File: src/rtl/sws_pkg.sv
// Shared types and constants for the single-wire byte slave.
package sws_pkg;

    localparam int BITS_PER_FRAME = 8;
    localparam int DELAY_WIDTH    = 16;
    localparam int CFG_WIDTH      = 16;
    localparam int CFG_INDEX_W    = 2;

    localparam logic [2:0] TOP_BIT = 3'((BITS_PER_FRAME - 1) & 7);

    localparam logic [CFG_INDEX_W-1:0] REG_SHORT_WAIT    = 2'd0;
    localparam logic [CFG_INDEX_W-1:0] REG_RECEIVE_WAIT  = 2'd1;
    localparam logic [CFG_INDEX_W-1:0] REG_COMMAND_WAIT  = 2'd2;
    localparam logic [CFG_INDEX_W-1:0] REG_PREAMBLE_WAIT = 2'd3;

    localparam int RST_SHORT_WAIT    = 10;
    localparam int RST_RECEIVE_WAIT  = 15;
    localparam int RST_COMMAND_WAIT  = 55;
    localparam int RST_PREAMBLE_WAIT = 100;

    localparam logic [1:0] KIND_NONE = 2'd0;
    localparam logic [1:0] KIND_TX   = 2'd1;
    localparam logic [1:0] KIND_RX   = 2'd2;

    typedef enum logic [20:0] {
        PH_IDLE        = 21'h000001,
        PH_WAIT_RISE   = 21'h000002,
        PH_CMD_A       = 21'h000004,
        PH_CMD_B_RD    = 21'h000008,
        PH_CMD_B_WR    = 21'h000010,
        PH_FALL_RD     = 21'h000020,
        PH_FALL_WR     = 21'h000040,
        PH_RX_LOW      = 21'h000080,
        PH_RX_HIGH     = 21'h000100,
        PH_RX_SAMPLE   = 21'h000200,
        PH_RX_HOLD     = 21'h000400,
        PH_RX_END_HIGH = 21'h000800,
        PH_RX_FINAL    = 21'h001000,
        PH_TX_PRE      = 21'h002000,
        PH_TX_L1       = 21'h004000,
        PH_TX_H1       = 21'h008000,
        PH_TX_L2       = 21'h010000,
        PH_TX_BIT      = 21'h020000,
        PH_TX_TAIL_H   = 21'h040000,
        PH_TX_TAIL_L   = 21'h080000,
        PH_TX_TAIL_H2  = 21'h100000
    } t_phase;

    typedef struct packed {
        logic       drive_enable;
        logic       drive_level;
        logic       byte_written;
        logic [7:0] stored_byte;
        logic [1:0] last_kind;
    } t_result;

endpackage

File: src/rtl/sws_cfg.sv
// Timing configuration registers of the single-wire byte slave.
module sws_cfg #(
    parameter int DELAY_WIDTH = sws_pkg::DELAY_WIDTH
) (
    input  logic                                i_clk,
    input  logic                                i_rst_n,
    input  logic                                i_cfg_wr_en,
    input  logic [sws_pkg::CFG_INDEX_W-1:0]     i_cfg_index,
    input  logic [sws_pkg::CFG_WIDTH-1:0]       i_cfg_wdata,
    output logic [DELAY_WIDTH-1:0]              o_short_wait,
    output logic [DELAY_WIDTH-1:0]              o_receive_wait,
    output logic [DELAY_WIDTH-1:0]              o_command_wait,
    output logic [DELAY_WIDTH-1:0]              o_preamble_wait
);

    logic [DELAY_WIDTH-1:0] r_short_wait;
    logic [DELAY_WIDTH-1:0] r_receive_wait;
    logic [DELAY_WIDTH-1:0] r_command_wait;
    logic [DELAY_WIDTH-1:0] r_preamble_wait;
    logic [DELAY_WIDTH-1:0] n_value;

    assign n_value = DELAY_WIDTH'(i_cfg_wdata);

    always_ff @(posedge i_clk) begin
        if (!i_rst_n) begin
            r_short_wait    <= DELAY_WIDTH'(sws_pkg::RST_SHORT_WAIT);
            r_receive_wait  <= DELAY_WIDTH'(sws_pkg::RST_RECEIVE_WAIT);
            r_command_wait  <= DELAY_WIDTH'(sws_pkg::RST_COMMAND_WAIT);
            r_preamble_wait <= DELAY_WIDTH'(sws_pkg::RST_PREAMBLE_WAIT);
        end else if (i_cfg_wr_en) begin
            case (i_cfg_index)
                sws_pkg::REG_SHORT_WAIT: begin
                    r_short_wait <= n_value;
                end
                sws_pkg::REG_RECEIVE_WAIT: begin
                    r_receive_wait <= n_value;
                end
                sws_pkg::REG_COMMAND_WAIT: begin
                    r_command_wait <= n_value;
                end
                sws_pkg::REG_PREAMBLE_WAIT: begin
                    r_preamble_wait <= n_value;
                end
                default: begin
                end
            endcase
        end
    end

    assign o_short_wait    = r_short_wait;
    assign o_receive_wait  = r_receive_wait;
    assign o_command_wait  = r_command_wait;
    assign o_preamble_wait = r_preamble_wait;

endmodule

File: src/rtl/sws_core.sv
// Frame state machine of the single-wire byte slave, one tick per step.
module sws_core #(
    parameter int DELAY_WIDTH = sws_pkg::DELAY_WIDTH
) (
    input  logic                   i_clk,
    input  logic                   i_rst_n,
    input  logic                   i_step,
    input  logic                   i_line,
    input  logic [DELAY_WIDTH-1:0] i_short_wait,
    input  logic [DELAY_WIDTH-1:0] i_receive_wait,
    input  logic [DELAY_WIDTH-1:0] i_command_wait,
    input  logic [DELAY_WIDTH-1:0] i_preamble_wait,
    output sws_pkg::t_result       o_result
);

    sws_pkg::t_phase        r_phase;
    sws_pkg::t_phase        n_phase;
    logic [DELAY_WIDTH-1:0] r_tick;
    logic [DELAY_WIDTH-1:0] n_tick;
    logic [2:0]             r_bit;
    logic [2:0]             n_bit;
    logic [7:0]             r_held;
    logic [7:0]             n_held;
    logic [1:0]             r_kind;
    logic [1:0]             n_kind;
    logic                   n_written;
    logic [DELAY_WIDTH-1:0] w_wait;
    logic [DELAY_WIDTH-1:0] w_inc;
    logic                   w_done;

    always_comb begin
        case (r_phase)
            sws_pkg::PH_CMD_A, sws_pkg::PH_CMD_B_RD, sws_pkg::PH_CMD_B_WR: begin
                w_wait = i_command_wait;
            end
            sws_pkg::PH_RX_SAMPLE, sws_pkg::PH_RX_HOLD: begin
                w_wait = i_receive_wait;
            end
            sws_pkg::PH_TX_PRE: begin
                w_wait = i_preamble_wait;
            end
            default: begin
                w_wait = i_short_wait;
            end
        endcase
    end

    assign w_inc  = (r_tick != {DELAY_WIDTH{1'b1}}) ? r_tick + 1'b1 : r_tick;
    assign w_done = (w_inc >= w_wait);

    always_comb begin
        n_phase   = r_phase;
        n_tick    = r_tick;
        n_bit     = r_bit;
        n_held    = r_held;
        n_kind    = r_kind;
        n_written = 1'b0;
        case (r_phase)
            sws_pkg::PH_WAIT_RISE: begin
                if (i_line) begin
                    n_phase = sws_pkg::PH_CMD_A;
                    n_tick  = '0;
                end
            end
            sws_pkg::PH_CMD_A: begin
                n_tick = w_inc;
                if (w_done) begin
                    n_phase = i_line ? sws_pkg::PH_CMD_B_RD : sws_pkg::PH_CMD_B_WR;
                    n_tick  = '0;
                end
            end
            sws_pkg::PH_CMD_B_RD: begin
                n_tick = w_inc;
                if (w_done) begin
                    n_phase = sws_pkg::PH_FALL_RD;
                    n_tick  = '0;
                end
            end
            sws_pkg::PH_CMD_B_WR: begin
                n_tick = w_inc;
                if (w_done) begin
                    n_phase = sws_pkg::PH_FALL_WR;
                    n_tick  = '0;
                end
            end
            sws_pkg::PH_FALL_RD: begin
                if (!i_line) begin
                    n_kind  = sws_pkg::KIND_TX;
                    n_bit   = sws_pkg::TOP_BIT;
                    n_phase = sws_pkg::PH_TX_PRE;
                    n_tick  = '0;
                end
            end
            sws_pkg::PH_FALL_WR: begin
                if (!i_line) begin
                    n_kind  = sws_pkg::KIND_RX;
                    n_held  = '0;
                    n_bit   = sws_pkg::TOP_BIT;
                    n_phase = sws_pkg::PH_RX_LOW;
                    n_tick  = '0;
                end
            end
            sws_pkg::PH_RX_LOW: begin
                if (i_line) begin
                    n_phase = sws_pkg::PH_RX_HIGH;
                    n_tick  = '0;
                end
            end
            sws_pkg::PH_RX_HIGH: begin
                if (!i_line) begin
                    n_phase = sws_pkg::PH_RX_SAMPLE;
                    n_tick  = '0;
                end
            end
            sws_pkg::PH_RX_SAMPLE: begin
                n_tick = w_inc;
                if (w_done) begin
                    if (i_line) begin
                        n_held[r_bit] = 1'b1;
                    end
                    n_phase = sws_pkg::PH_RX_HOLD;
                    n_tick  = '0;
                end
            end
            sws_pkg::PH_RX_HOLD: begin
                n_tick = w_inc;
                if (w_done) begin
                    n_phase = sws_pkg::PH_RX_END_HIGH;
                    n_tick  = '0;
                end
            end
            sws_pkg::PH_RX_END_HIGH: begin
                if (!i_line) begin
                    n_tick = '0;
                    if (r_bit == 3'd0) begin
                        n_phase = sws_pkg::PH_RX_FINAL;
                    end else begin
                        n_bit   = r_bit - 3'd1;
                        n_phase = sws_pkg::PH_RX_LOW;
                    end
                end
            end
            sws_pkg::PH_RX_FINAL: begin
                if (i_line) begin
                    n_written = 1'b1;
                    n_bit     = sws_pkg::TOP_BIT;
                    n_phase   = sws_pkg::PH_IDLE;
                    n_tick    = '0;
                end
            end
            sws_pkg::PH_TX_PRE: begin
                n_tick = w_inc;
                if (w_done) begin
                    n_phase = sws_pkg::PH_TX_L1;
                    n_tick  = '0;
                end
            end
            sws_pkg::PH_TX_L1: begin
                n_tick = w_inc;
                if (w_done) begin
                    n_phase = sws_pkg::PH_TX_H1;
                    n_tick  = '0;
                end
            end
            sws_pkg::PH_TX_H1: begin
                n_tick = w_inc;
                if (w_done) begin
                    n_phase = sws_pkg::PH_TX_L2;
                    n_tick  = '0;
                end
            end
            sws_pkg::PH_TX_L2: begin
                n_tick = w_inc;
                if (w_done) begin
                    n_phase = sws_pkg::PH_TX_BIT;
                    n_tick  = '0;
                end
            end
            sws_pkg::PH_TX_BIT: begin
                n_tick = w_inc;
                if (w_done) begin
                    n_tick = '0;
                    if (r_bit == 3'd0) begin
                        n_phase = sws_pkg::PH_TX_TAIL_H;
                    end else begin
                        n_bit   = r_bit - 3'd1;
                        n_phase = sws_pkg::PH_TX_L1;
                    end
                end
            end
            sws_pkg::PH_TX_TAIL_H: begin
                n_tick = w_inc;
                if (w_done) begin
                    n_phase = sws_pkg::PH_TX_TAIL_L;
                    n_tick  = '0;
                end
            end
            sws_pkg::PH_TX_TAIL_L: begin
                n_tick = w_inc;
                if (w_done) begin
                    n_phase = sws_pkg::PH_TX_TAIL_H2;
                    n_tick  = '0;
                end
            end
            sws_pkg::PH_TX_TAIL_H2: begin
                n_tick = w_inc;
                if (w_done) begin
                    n_bit   = sws_pkg::TOP_BIT;
                    n_phase = sws_pkg::PH_IDLE;
                    n_tick  = '0;
                end
            end
            default: begin
                // Idle, and any corrupted phase code, waits for a low line.
                n_phase = sws_pkg::PH_IDLE;
                if (!i_line) begin
                    n_kind  = sws_pkg::KIND_NONE;
                    n_phase = sws_pkg::PH_WAIT_RISE;
                    n_tick  = '0;
                end
            end
        endcase
    end

    always_comb begin
        o_result.drive_enable = 1'b0;
        o_result.drive_level  = 1'b0;
        case (n_phase)
            sws_pkg::PH_TX_PRE, sws_pkg::PH_TX_H1,
            sws_pkg::PH_TX_TAIL_H, sws_pkg::PH_TX_TAIL_H2: begin
                o_result.drive_enable = 1'b1;
                o_result.drive_level  = 1'b1;
            end
            sws_pkg::PH_TX_L1, sws_pkg::PH_TX_L2, sws_pkg::PH_TX_TAIL_L: begin
                o_result.drive_enable = 1'b1;
            end
            sws_pkg::PH_TX_BIT: begin
                o_result.drive_enable = 1'b1;
                o_result.drive_level  = n_held[n_bit];
            end
            default: begin
            end
        endcase
        o_result.byte_written = n_written;
        o_result.stored_byte  = n_held;
        o_result.last_kind    = n_kind;
    end

    always_ff @(posedge i_clk) begin
        if (!i_rst_n) begin
            r_phase <= sws_pkg::PH_IDLE;
            r_tick  <= '0;
            r_bit   <= sws_pkg::TOP_BIT;
            r_held  <= '0;
            r_kind  <= sws_pkg::KIND_NONE;
        end else if (i_step) begin
            r_phase <= n_phase;
            r_tick  <= n_tick;
            r_bit   <= n_bit;
            r_held  <= n_held;
            r_kind  <= n_kind;
        end
    end

endmodule

File: src/rtl/single_wire_byte_slave_top.sv
// Top level of the single-wire byte slave: request registers, timing registers and core.
//
//   Channel   Direction  Handshake                Payload
//   in        input      i_in_valid / o_in_stall  i_line_level
//   out       output     o_out_valid / i_out_stall o_drive_enable, o_drive_level,
//                                                 o_byte_written, o_stored_byte, o_last_kind
//   cfg       input      i_cfg_wr_en              i_cfg_index, i_cfg_wdata
//
// One request is taken per clock unless o_in_stall is high, and its result is registered in r_out.
// The input register feeds the state machine step, whose result lands in the output register.
// A stalled output holds its result while one more request waits in the input register.
// Reset returns the frame logic to idle and the timing registers to their defaults.
module single_wire_byte_slave_top #(
    parameter int DELAY_WIDTH = sws_pkg::DELAY_WIDTH
) (
    input  logic                            i_clk,
    input  logic                            i_rst_n,
    input  logic                            i_in_valid,
    output logic                            o_in_stall,
    input  logic                            i_line_level,
    output logic                            o_out_valid,
    input  logic                            i_out_stall,
    output logic                            o_drive_enable,
    output logic                            o_drive_level,
    output logic                            o_byte_written,
    output logic [7:0]                      o_stored_byte,
    output logic [1:0]                      o_last_kind,
    input  logic                            i_cfg_wr_en,
    input  logic [sws_pkg::CFG_INDEX_W-1:0] i_cfg_index,
    input  logic [sws_pkg::CFG_WIDTH-1:0]   i_cfg_wdata
);

    logic                   r_in_valid;
    logic                   r_in_line;
    logic                   r_out_valid;
    sws_pkg::t_result       r_out;
    sws_pkg::t_result       w_result;
    logic                   w_step;
    logic                   w_in_take;
    logic [DELAY_WIDTH-1:0] w_short_wait;
    logic [DELAY_WIDTH-1:0] w_receive_wait;
    logic [DELAY_WIDTH-1:0] w_command_wait;
    logic [DELAY_WIDTH-1:0] w_preamble_wait;

    assign w_step     = r_in_valid && (!r_out_valid || !i_out_stall);
    assign o_in_stall = r_in_valid && !w_step;
    assign w_in_take  = i_in_valid && !o_in_stall;

    sws_cfg #(
        .DELAY_WIDTH(DELAY_WIDTH)
    ) u_cfg (
        .i_clk          (i_clk),
        .i_rst_n        (i_rst_n),
        .i_cfg_wr_en    (i_cfg_wr_en),
        .i_cfg_index    (i_cfg_index),
        .i_cfg_wdata    (i_cfg_wdata),
        .o_short_wait   (w_short_wait),
        .o_receive_wait (w_receive_wait),
        .o_command_wait (w_command_wait),
        .o_preamble_wait(w_preamble_wait)
    );

    sws_core #(
        .DELAY_WIDTH(DELAY_WIDTH)
    ) u_core (
        .i_clk          (i_clk),
        .i_rst_n        (i_rst_n),
        .i_step         (w_step),
        .i_line         (r_in_line),
        .i_short_wait   (w_short_wait),
        .i_receive_wait (w_receive_wait),
        .i_command_wait (w_command_wait),
        .i_preamble_wait(w_preamble_wait),
        .o_result       (w_result)
    );

    always_ff @(posedge i_clk) begin
        if (!i_rst_n) begin
            r_in_valid  <= 1'b0;
            r_out_valid <= 1'b0;
        end else begin
            if (w_in_take) begin
                r_in_valid <= 1'b1;
            end else if (w_step) begin
                r_in_valid <= 1'b0;
            end
            if (w_step) begin
                r_out_valid <= 1'b1;
            end else if (!i_out_stall) begin
                r_out_valid <= 1'b0;
            end
        end
    end

    always_ff @(posedge i_clk) begin
        if (w_in_take) begin
            r_in_line <= i_line_level;
        end
        if (w_step) begin
            r_out <= w_result;
        end
    end

    assign o_out_valid    = r_out_valid;
    assign o_drive_enable = r_out.drive_enable;
    assign o_drive_level  = r_out.drive_level;
    assign o_byte_written = r_out.byte_written;
    assign o_stored_byte  = r_out.stored_byte;
    assign o_last_kind    = r_out.last_kind;

    a_level_needs_enable: assert property (@(posedge i_clk) disable iff (!i_rst_n)
        (o_out_valid && !o_drive_enable) |-> !o_drive_level)
        else $error("Drive level set while the wire is released.");

    a_drive_only_on_read: assert property (@(posedge i_clk) disable iff (!i_rst_n)
        (o_out_valid && o_drive_enable) |-> (o_last_kind == sws_pkg::KIND_TX))
        else $error("Wire driven outside a read reply.");

    a_written_only_on_write: assert property (@(posedge i_clk) disable iff (!i_rst_n)
        (o_out_valid && o_byte_written) |-> (o_last_kind == sws_pkg::KIND_RX))
        else $error("Byte written pulse outside a write frame.");

    a_step_fills_output: assert property (@(posedge i_clk) disable iff (!i_rst_n)
        w_step |=> r_out_valid)
        else $error("Processed request did not reach the output register.");

endmodule

File: config.mk
export PLATFORM = sky130hd
export DESIGN_NAME = single_wire_byte_slave_top
export DESIGN_NICKNAME = d
export VERILOG_FILES = /design/src/rtl/sws_pkg.sv /design/src/rtl/sws_cfg.sv /design/src/rtl/sws_core.sv /design/src/rtl/single_wire_byte_slave_top.sv
export SDC_FILE = /design/constraint.sdc
export NUM_CORES = 1
export LEC_CHECK = 0
export BUFFER_PORTS_ARGS = -buffer_cell sky130_fd_sc_hd__buf_2
export CAP_MARGIN = 30
export CELL_PAD_IN_SITES_DETAIL_PLACEMENT = 0
export CELL_PAD_IN_SITES_GLOBAL_PLACEMENT = 1
export CORE_AREA = 2 2 98 194
export DETAILED_ROUTE_END_ITERATION = 12
export DIE_AREA = 0 0 100 196
export HOLD_SLACK_MARGIN = 0.02
export PLACE_DENSITY_LB_ADDON = 0.1
export SETUP_SLACK_MARGIN = 0.4
export SLEW_MARGIN = 20
export SYNTH_ARGS = -nofsm -noshare
export SYNTH_HDL_FRONTEND = slang
export SYNTH_HIERARCHICAL = 1
export SYNTH_SLANG_ARGS = --single-unit
File: constraint.sdc
create_clock -name i_clk -period 5.3 [get_ports i_clk]
set_input_delay 0.265 -clock i_clk [delete_from_list [all_inputs] [get_ports i_clk]]
set_output_delay 0.265 -clock i_clk [all_outputs]
set_load 0.02 [all_outputs]
Yosys cells after proc, flatten, opt, wreduce, memory -nomap -nowiden
Cells that the tools add are included.

Input bits: 24. Register bits: 130. Word-level logic and storage cells: 141.

Bitwise operators: 1. Add/sub/neg operators: 2. Reduce and logical (&&, ||, !) cells: 25. $lt $le $gt $ge: 4. Equality and inequality tests: 35. Muxes and demuxes: 57.

Operator list (number): 21-bit two-way mux (20); 21-bit case mux with 20 select lines (1); 16-bit two-way mux (4); 16-bit case mux with 3 select lines (1); 21-bit by 14-bit equality test with 1-bit output, second input constant (2); 21-bit by 15-bit equality test with 1-bit output, second input constant (2); 21-bit by 16-bit equality test with 1-bit output, second input constant (2); 21-bit by 17-bit equality test with 1-bit output, second input constant (2); 21-bit by 18-bit equality test with 1-bit output, second input constant (2); 21-bit by 19-bit equality test with 1-bit output, second input constant (2); 21-bit by 20-bit equality test with 1-bit output, second input constant (2); 21-bit equality test, second input constant (2); 16-bit case mux with 2 select lines (1); 8-bit two-way mux (3); 21-bit by 10-bit equality test with 1-bit output, second input constant (1); 21-bit by 11-bit equality test with 1-bit output, second input constant (1); 21-bit by 12-bit equality test with 1-bit output, second input constant (1); 21-bit by 13-bit equality test with 1-bit output, second input constant (1); 21-bit by 2-bit equality test with 1-bit output, second input constant (1); 21-bit by 3-bit equality test with 1-bit output, second input constant (1); 21-bit by 4-bit equality test with 1-bit output, second input constant (1); 21-bit by 5-bit equality test with 1-bit output, second input constant (1); 21-bit by 6-bit equality test with 1-bit output, second input constant (1); 21-bit by 7-bit equality test with 1-bit output, second input constant (1); 39 further kinds (68).

Logic depth before layout (Yosys ltp)
Gate-level depths: netlist of run 1.

Word-level depth: 11. Mapped depth: 22.

Hierarchy
Netlist of run 1, hierarchy kept.

By module, submodules not included: sws_core (area each 4428.0 um^2, times used 1, cells each 627); sws_cfg (area each 2514.9 um^2, times used 1, cells each 239); single_wire_byte_slave_top (area each 504.2 um^2, times used 1, cells each 22).

Least setup slack after synthesis of run 1
Ideal clock, no wire load.

Path kind: register to register. Start point: register u_core.r_phase[1]. End point: register r_out, in the netlist o_drive_level (data pin). Slack: 0.350 ns. Data arrival time: 4.680 ns. Stages on the path, launching flop included: 21. Buffers on the path: 2. Required time: 5.030 ns. Cell sequence: dfxtp_1 -> nor4_4 -> and4_1 -> nand3_1 -> nor4_1 -> or3_1 -> clkbuf_1 -> nand2_1 -> o21ai_0 -> ha_1 -> nor2b_1 -> o211a_1 -> o311ai_1 -> and3_1 -> clkbuf_1 -> a21oi_1 -> o211ai_1 -> o211a_1 -> mux2_4 -> mux2i_1 -> o21ai_1.

RTL lines: start: declaration (line sws_core.sv:16) `sws_pkg::t_phase r_phase;`; start signal: assignment (line sws_core.sv:251) `r_phase <= sws_pkg::PH_IDLE;`; start signal: assignment (line sws_core.sv:257) `r_phase <= n_phase;`; end signal: assignment (line single_wire_byte_slave_top.sv:100) `r_out <= w_result;`; end: declaration (line single_wire_byte_slave_top.sv:36) `sws_pkg::t_result r_out;`.

==> run_results.csv, run 1 <==
group,metric,value,unit
status,outcome,"finished clean",
clocking,path_clk_slew,0.06,ns
placed_design,dp_hpwl,17100,µm
grt,antenna_found_initial,0,
yosys,syn_area,7450,µm²
critical_path,crit_type,"reg -> reg",
critical_path,crit_path_end_kind,"flop",
yosys,yosysTopAreaCell,"dfxtp_1",
critical_path,path_max_fanout,11,
timing,worst_pin_slew,1.02,ns
timing,drv_slew,0,
yosys,synth_ff_type,"dfxtp_1",
yosys,synth_top_area_share,31.2,%
timing,hold_viol,0,
critical_path,critPathArrivalTime,4.89,ns
grt,grt_pass1_vias,6787,
placed_design,place.gp.congestion,0.896,
finish,drive_gt1_share,22.5,%
placed_design,placed_cells,1110,
yosys,avgSynthCellArea,8.39,µm²
placed_design,dpl_cell_area,7830,µm²
die,core,18200,µm²
placed_design,io_buffer_count,38,
timing,finalSetupViolations,0,
yosys,netlist_instances,888,
route,vias_per_cell,5.85,
yosys,ys_ff_latch,130,
finish,n_fill_cell,1774,
die,die_x,100,µm
yosys,syn-num-nets,931,
timing,slew_headroom,31.5,%
route,drtAntennaViolNets,0,
timing,setup_ws,0.561,ns
clocking,cts_tree,"done",
yosys,synth-edff-count,14,
yosys,yosysWarnings,6,
grt,grt_pass1_wl,36100,µm
die,dieArea,19600,µm²
placed_design,pre_cts_slack,-0.186,ns
pwr,ir_drop,0.219,mV
yosys,seq_area_frac_synth,36.8,%
grt,grt_max_degree,87,
finish,final_cell_count_no_fill,1175,
route,vias,6872,
timing,fmax,0.211,GHz
grt,gr-total-overflow,0,
die,initial_core_util,40.9,%
pwr,total_power,0.00253,W
clocking,cts.htree.levels,4,
worst_hold_path,min_path_type,"in -> reg",
clocking,cts-root-buf,"clkbuf_16",
pwr,leakage,3.66,nW
route,drc,0,
route,drt_iter0_drc,362,
finish,diodes,0,
die,core.rowCount,70,
timing,skew,0.00573,ns
route,wl_per_cell,20.1,µm
flow_run,cap_viol_max_count,0,
critical_path,required,5.45,ns
timing,rsz0062_at_grt,"true",
die,die_h,196,µm
pwr,power_density,277,nW/µm²
timing,post-route-period-util,89.4,%
yosys,netlist-cell-type-count,77,
finish,nets,989,
route,dr.pass1.iters,5,
clocking,cts_sinks,130,
finish,final_cell_area,9130,µm²
clocking,cts_buffers,17,
grt,track_usage,24.0,%
yosys,yosys-top-cells-area,"dfxtp_1 (31%), mux2i_1 (9.9%), nand2_1 (7.3%), edfxtp_1 (5.6%), nor2_1 (3.5%)",
finish,syn_to_final_growth,22.6,%
timing,fin_crit,4.74,ns
clocking,clock_latency,0.43,ns
critical_path,startpoint_type,"flop",
die,num_io_pins,39,
clocking,cts_buffer_depth,2,
route,wl,23600,µm
yosys,async_flop_share,0,%
-- routing by layer --
layer	part of all wire [%]	GRT usage (%)	vias to the layer above
li1	-	-	3308
met5	0	0	-
met4	4.3	11.9	0
met3	2.8	3.56	58
met1	35	23.1	3335
met2	58	47.6	171
-- critical path, cell delays in order, from the launching register on --
cell	delay (ns)
dfxtp_4	0.36
or4_4	0.55
or4_4	0.51
o21ai_4	0.08
buf_6	0.14
or3_4	0.16
buf_6	0.13
buf_8	0.12
o21ai_2	0.06
ha_1	0.29
nand4_1	0.20
nor3_4	0.35
o311ai_4	0.21
and3_4	0.22
buf_4	0.13
buf_6	0.14
o211ai_1	0.12
o31ai_2	0.11
a21oi_1	0.11
nor4bb_2	0.21
buf_4	0.16
nand4_1	0.07
-- stage by stage --
| step | util (%) | TNS [ns] | hold WS, ns |
|---|---|---|---|
| 2_1_floorplan | - | 0 | 0.327 |
| 3_3_place_gp | 42.9 | -0.360 | 0.440 |
| 3_5_place_dp | 43.0 | -0.346 | 0.445 |
| 4_1_cts | 47.3 | 0 | 0.0469 |
| 5_1_grt | 50.1 | 0 | 0.0584 |
| 6_report | 50.1 | 0 | 0.0580 |
-- placed cells by master, fill, tap and decap left out, types with 19 or more instances in the layout --
cell type / count
nand2_1: 142
mux2i_1: 73
nor2_1: 67
nand3_1: 22
nor2b_1: 25
buf_2: 39
buf_4: 46
a21oi_1: 41
clkbuf_16: 19
o21ai_0: 38
dfxtp_1: 101
-- area by class of cell --
| class | count | area [µm²] | area share, % |
|---|---|---|---|
| Multi-Input combinational cell | 679 | 4650 | 50.9 |
| Sequential cell | 130 | 2770 | 30.3 |
| Timing Repair Buffer | 100 | 742 | 8.13 |
| Clock buffer | 21 | 482 | 5.28 |
| Tap cell | 216 | 270 | 2.96 |
| Clock inverter | 11 | 149 | 1.63 |
| Inverter | 18 | 67.6 | 0.740 |
-- where the power goes --
| part | switching [W] | total (W) | internal (W) |
|---|---|---|---|
| Combinational | 0.000134 | 0.000216 | 0.0000814 |
| Sequential | 0.0000238 | 0.00105 | 0.00102 |
| Clock | 0.000475 | 0.00127 | 0.000795 |
| Total | 0.000633 | 0.00253 | 0.00190 |
-- path summary, 6_finish.rpt --
check                                   end                 startpoint  slack [ns]  depth (start not counted)
setup reg to reg             o_drive_enable         u_core/r_phase[12]        0.56                         21
hold reg to reg   u_cfg/o_preamble_wait[12]  u_cfg/o_preamble_wait[12]        0.46                          2
setup / recovery             o_drive_enable         u_core/r_phase[12]        0.56                         21
hold / removal                   r_in_valid                 i_in_valid        0.06                          2
-- registers in the layout (all words and copies together), names as in the netlist, 3 cells and up --
signal	count
o_stored_byte	8
u_cfg/o_command_wait	16
u_cfg/o_preamble_wait	16
u_cfg/o_receive_wait	16
u_cfg/o_short_wait	16
u_core/r_bit	3
u_core/r_held	8
u_core/r_phase	21
u_core/r_tick	16
-- synthesized netlist by cell type, types with 7 or more instances --
library cell and count:
nand2_1 144, dfxtp_1 116, mux2i_1 74, nor2_1 70
o21ai_0 46, a21oi_1 45, clkbuf_1 37, nand3_1 26
nor2b_1 26, ha_1 19, nor3_1 18, a222oi_1 16
inv_1 16, edfxtp_1 14, buf_2 13, nand2b_1 13
nor4_1 13, or3_1 13, xnor2_1 13, nand4_1 11
and3_1 10, a211oi_1 9, o21a_1 8, nor3b_1 7
xor2_1 7
-- kinds of logic after synthesis --
logic type / Yosys count / share of synthesized area (%)
AOI/OAI and AO/OA: 172 / 15.1
adders and majority gates: 19 / 3.19
DFF: 130 / 36.8
and+or+nand+nor: 389 / 26.7
buffers and inverters: 79 / 5.07
xor gates and xnor gates: 20 / 2.35
muxes: 79 / 10.8
-- repair_timing --
action,4_1_cts,5_1_grt
buffers inserted,7,23
pin swaps,6,37
setup endpoints to repair,31,32
hold endpoints to repair,1,0
gates cloned,0,2
hold buffers,1,0
gates resized for setup,20,84
No activity file was read; power rests on OpenSTA's default activity.
==> run 2: changes to the inputs <==
--- a/config.mk
+++ b/config.mk
@@ -13,7 +13,8 @@
 export DETAILED_ROUTE_END_ITERATION = 12
 export DIE_AREA = 0 0 100 196
 export HOLD_SLACK_MARGIN = 0.02
-export PLACE_DENSITY_LB_ADDON = 0.1
+export PLACE_DENSITY = 0.84
+export REMOVE_ABC_BUFFERS = 1
 export SETUP_SLACK_MARGIN = 0.4
 export SLEW_MARGIN = 20
 export SYNTH_ARGS = -nofsm -noshare
==> run 2 against run 1 <==
  * Register-to-register slack better by 0.02 ns
  * Worst setup slack better by 0.017 ns
  * Critical path depth down 3
  * Cell area down 3.6%
  * Routed wire length down 0.50%
  * Clock power down 6%
  * Critical path type unchanged
  * Critical endpoint unchanged
==> run_results.csv, run 2 (synthesis results as in run 1) <==
group,metric,value,unit
pwr,total_power,0.00246,W
grt,track_usage,24.4,%
critical_path,crit_path_end_kind,"flop",
route,vias_per_cell,5.89,
pwr,ir_drop,0.216,mV
critical_path,reg2reg_depth,18,
clocking,cts_buffer_depth,2,
critical_path,startpoint_type,"flop",
die,initial_core_util,40.9,%
finish,regArea,2750,µm²
worst_hold_path,hp-start,"i_in_valid",
finish,layout_commonest_cell,"nand2_1",
pwr,power_density,279,nW/µm²
grt,gr-total-overflow,0,
finish,diodes,0,
clocking,cts_buffers,17,
route,drc,0,
clocking,cts_tree,"done",
placed_design,io_buffer_count,38,
timing,skew,0.0107,ns
finish,syn_to_final_growth,18.2,%
timing,fmax,0.212,GHz
status,outcome,"finished clean",
finish,nets,979,
finish,n_fill_cell,1825,
timing,slew_headroom,41.8,%
critical_path,crit_end,"o_drive_enable",
die,core,18200,µm²
grt,grt_pass1_wl,36500,µm
timing,hold_ws,0.0579,ns
timing,finalSetupViolations,0,
critical_path,path_max_fanout,11,
critical_path,r2r_slack,0.58,ns
timing,drv_slew,0,
route,vias,6863,
clocking,cts_sinks,130,
die,die_x,100,µm
timing,setup_ws,0.579,ns
route,wl,23500,µm
timing,fin_crit,4.72,ns
route,drtAntennaViolNets,0,
finish,layout_common_cells,"nand2_1 (144), dfxtp_1 (108), mux2i_1 (74), nor2_1 (67), a21oi_1 (45)",
placed_design,place.gp.congestion,0.980,
critical_path,crit_start,"u_core/r_phase[11]",
route,dr.pass1.iters,8,
timing,post-route-period-util,89.1,%
clocking,path_clk_slew,0.06,ns
flow_run,cap_viol_max_count,0,
clocking,clock_latency,0.43,ns
die,die_h,196,µm
finish,largest_reg_flops,21,
pwr,leakage,3.58,nW
critical_path,crit_type,"reg -> reg",
timing,worst_pin_slew,0.865,ns
clocking,cts-root-buf,"clkbuf_16",
clocking,cts.htree.levels,4,
grt,grt_pass1_vias,6932,
finish,drive_gt1_share,18.5,%
die,dieArea,19600,µm²
critical_path,critPathArrivalTime,4.85,ns
timing,hold_viol,0,
die,num_io_pins,39,
grt,grt_max_degree,66,
route,wl_per_cell,20.2,µm
die,core.rowCount,70,
placed_design,pre_cts_slack,-0.00945,ns
timing,tns,0,ns
critical_path,r2r-end,"o_drive_enable",
critical_path,r2r_start,"u_core/r_phase[11]",
finish,regMostFlops,"u_core/r_phase",
placed_design,dp_hpwl,17200,µm
grt,antenna_found_initial,0,
finish,multiInputGateArea,4520,µm²
timing,rsz0062_at_grt,"false",
route,drt_iter0_drc,444,
critical_path,required,5.43,ns
worst_hold_path,min_path_type,"in -> reg",
[run 2: changes by cell type in the layout (fill, tap and decap cells not counted), sizes merged]
cell	delta
bufinv	-2
clkbuf	-2
buf	-9
inv	+1
clkinvlp	+2
[run 2: timing repair]
item | CTS | global route
setup endpoints to repair | 8 | 18
hold buffers | 1 | 0
endpoints found under the hold margin | 1 | 0
pin swaps | 1 | 14
cloned | 0 | 1
resized for setup | 8 | 38
setup buffers | 0 | 5
[run 2: routing by layer]
metal  up-vias  routed length (µm)  track usage, %
li1       3286                   -               -
met5         -                   0               0
met4         0                2110            20.5
met2       227               13100            46.8
met1      3242                7400            20.9
met3       108                 928            4.38
[run 2: through the flow]
stage / utilization, % / cells / instance area, µm²
final: 48.3 / 1165 / 8800
after global routing: 48.3 / 1165 / 8800
after CTS: 47.2 / 1157 / 8600
after detailed placement: 43.6 / 1124 / 7940
after global placement: 43.5 / 1122 / 7920
after floorplan: - / 827 / 7140
[run 2: worst min-delay path by stage]
stage	to	slack (ns)	depth (start not counted)
3_5_place_dp	u_cfg/o_short_wait[7]	0.44	2
5_1_grt	r_in_valid	0.08	2
2_1_floorplan	u_core/r_bit[1]	0.33	1
4_1_cts	r_in_valid	0.05	2
3_3_place_gp	u_cfg/o_short_wait[5]	0.44	2
6_report	r_in_valid	0.06	2
[run 2: area by class of cell]
class                   count  area share, %
multi-input cells         679           51.3
flip-flops and latches    130           31.3
repair buffers             90           6.68
clock buffers              20           5.56
well taps                 216           3.07
clock inverters            12           1.35
inverters                  18          0.767
[run 2: where the power goes]
part	switching, W	internal (W)
registers	0.0000210	0.00102
clock network	0.000476	0.000720
logic	0.000137	0.0000782
total	0.000634	0.00182
[run 2: critical path, stage by stage (launching register included)]
cell,delay [ns]
dfxtp_2,0.39
nor4_4,0.46
nand3_2,0.18
or4_4,0.46
o21ai_4,0.11
buf_4,0.19
a222oi_1,0.11
nand2_1,0.07
o21ai_0,0.11
ha_1,0.33
nand2_1,0.14
o21ai_1,0.14
a221oi_4,0.39
and3_4,0.29
buf_4,0.19
o31ai_2,0.12
a21oi_1,0.17
nor4bb_4,0.39
nand4_1,0.19
==> run 3: changes to the inputs <==
==> constraint.sdc (replaced) <==
create_clock -name i_clk -period 5.3 [get_ports i_clk]
set_input_delay 0 -clock i_clk [delete_from_list [all_inputs] [get_ports i_clk]]
set_output_delay 0 -clock i_clk [all_outputs]
set_load 0.02 [all_outputs]
==> run 3 against run 2 <==
  * Worst setup slack lost 0.00088 ns
  * Critical endpoint unchanged
  * Register-to-register slack is essentially flat
  * Via count grew 2.2%
  * First-iteration DRC count shrank 5.4%
  * Cell count grew 1.9%
  * Non-clock buffer count grew 22
  * Cell area grew 1.9%
  * Combinational power grew 5%
==> run_results.csv, run 3 (synthesis results as in run 1) <==
group,metric,value,unit
clocking,path_clk_slew,0.06,ns
finish,largest_reg_flops,21,
timing,hold_viol,0,
finish,final_cell_count_no_fill,1187,
pwr,leakage,3.65,nW
die,core.rowCount,70,
pwr,p_seq_share,42.6,%
route,drtAntennaViolNets,0,
clocking,cts-root-buf,"clkbuf_16",
critical_path,cp_slowest_stage_delay,0.58,ns
finish,syn_to_final_growth,20.5,%
finish,nets,1001,
route,vias,7016,
clocking,cts_tree,"done",
pwr,power_density,273,nW/µm²
timing,post-route-period-util,89.1,%
placed_design,placed_cells,1124,
die,core,18200,µm²
grt,grt_pass1_vias,6837,
die,die_x,100,µm
grt,gr-total-overflow,0,
route,drt_iter0_drc,420,
pwr,switching_share,25.8,%
finish,layout_common_cells,"nand2_1 (144), dfxtp_1 (113), mux2i_1 (74), nor2_1 (67), a21oi_1 (45)",
placed_design,place.gp.congestion,0.969,
die,dieArea,19600,µm²
grt,grt_max_degree,84,
finish,drive_gt1_share,16.9,%
clocking,clock_latency,0.42,ns
critical_path,critPathArrivalTime,4.84,ns
timing,skew,0.00978,ns
timing,fin_crit,4.72,ns
placed_design,dp_hpwl,17200,µm
timing,rsz0062_at_grt,"false",
timing,slew_headroom,31.3,%
clocking,cts_sinks,130,
route,wl_per_cell,19.9,µm
critical_path,path_max_fanout,10,
die,num_io_pins,39,
route,wl,23600,µm
grt,track_usage,24.4,%
clocking,cts_buffer_depth,2,
pwr,pwr-share-clk,48.2,%
finish,diodes,0,
critical_path,required,5.42,ns
pwr,p_comb_share,9.2,%
worst_hold_path,min_path_type,"in -> reg",
timing,worst_pin_slew,1.02,ns
pwr,power.switching,0.000632,W
flow_run,cap_viol_max_count,0,
critical_path,crit_path_cell_trace,"or4_1, or4_1, o21ai_2, buf_4, buf_4, a222oi_1, nand2_1, o21ai_0, ha_1, nand2_1, nor3_4, nand2_1, and3_4, buf_4, o211ai_1, o31ai_1, a21oi_1, nor4bb_4, nand4_1",
die,die_h,196,µm
finish,postLayoutCoreUtil,49.3,%
die,initial_core_util,40.9,%
route,drc,0,
grt,antenna_found_initial,0,
placed_design,pre_cts_slack,0.0997,ns
placed_design,io_buffer_count,38,
route,vias_per_cell,5.91,
finish,regMostFlops,"u_core/r_phase",
timing,drv_slew,0,
clocking,cts_buffers,17,
grt,grt_pass1_wl,36400,µm
route,dr.pass1.iters,9,
critical_path,crit_path_top_delay_cell,"or4_1",
timing,setup_ws,0.578,ns
critical_path,crit_path_end_kind,"flop",
finish,n_fill_cell,1816,
critical_path,startpoint_type,"flop",
finish,layout_commonest_cell,"nand2_1",
clocking,cts.htree.levels,4,
critical_path,crit_type,"reg -> reg",
status,outcome,"finished clean",
pwr,internal-power,0.00182,W
timing,finalSetupViolations,0,
timing,fmax,0.212,GHz
pwr,ir_drop,0.224,mV
==> run 3: critical path: cells and delay by family, from the launching register on <==
kind                     cells  cell delay, ns
AO/OA/AOI/OAI                6            0.77
adder cells (fa/ha/maj)      1            0.31
buffers and inverters        3            0.50
flip-flops                   1            0.34
AND/OR/NAND/NOR              9            2.50
==> run 3: worst paths after layout <==
path	end	from	depth (start not counted)	slack [ns]
worst max-delay path	o_drive_enable	u_core/r_phase[12]	19	0.58
worst min-delay path	u_cfg/o_command_wait[4]	i_cfg_index[0]	3	0.05
worst max register to register	o_drive_enable	u_core/r_phase[12]	19	0.58
worst min register to register	u_cfg/o_receive_wait[12]	u_cfg/o_receive_wait[12]	2	0.46
==> run 3: area by class of cell <==
cell class              count  area [µm²]  share of cell area, %
multi-input cells         679        4480                   49.9
flip-flops and latches    130        2750                   30.6
repair buffers            112         813                   9.06
clock buffers              20         479                   5.34
well taps                 216         270                   3.01
clock inverters            12         120                   1.34
inverters                  18        67.6                  0.753
==> run 3: through the flow <==
stage / total power, W / instance area, µm² / hold WS (ns) / TNS, ns
final: 0.00245 / 8970 / 0.0480 / 0
after CTS: 0.00247 / 8820 / 0.0390 / 0
after global routing: 0.00254 / 8970 / 0.0586 / 0
after global placement: 0.00127 / 7920 / 0.178 / -0.00540
after detailed placement: 0.00127 / 7940 / 0.186 / 0
after floorplan: 0.00119 / 7140 / 0.0619 / -12.49
==> run 3: timing repair <==
action | 4_1_cts | 5_1_grt
setup buffers | 0 | 5
pin swaps | 0 | 9
hold buffers | 24 | 0
gates resized for setup | 8 | 24
hold endpoints to repair | 72 | 0
setup endpoints to repair | 8 | 22
==> run 3: power groups by stage <==
stage,clock (W),combinational (W),sequential [W]
2_1_floorplan,0,0.000118,0.00107
3_3_place_gp,0,0.000203,0.00107
3_5_place_dp,0,0.000205,0.00107
4_1_cts,0.00120,0.000221,0.00104
5_1_grt,0.00125,0.000245,0.00105
6_report,0.00118,0.000225,0.00105
==> run 3: metal layers <==
metal / vias up / wire [µm] / track usage (%)
met5: - / 0 / 0
met4: 0 / 2220 / 20.8
met3: 105 / 941 / 4.31
met2: 240 / 12900 / 45.9
met1: 3329 / 7480 / 21.4
li1: 3342 / - / -
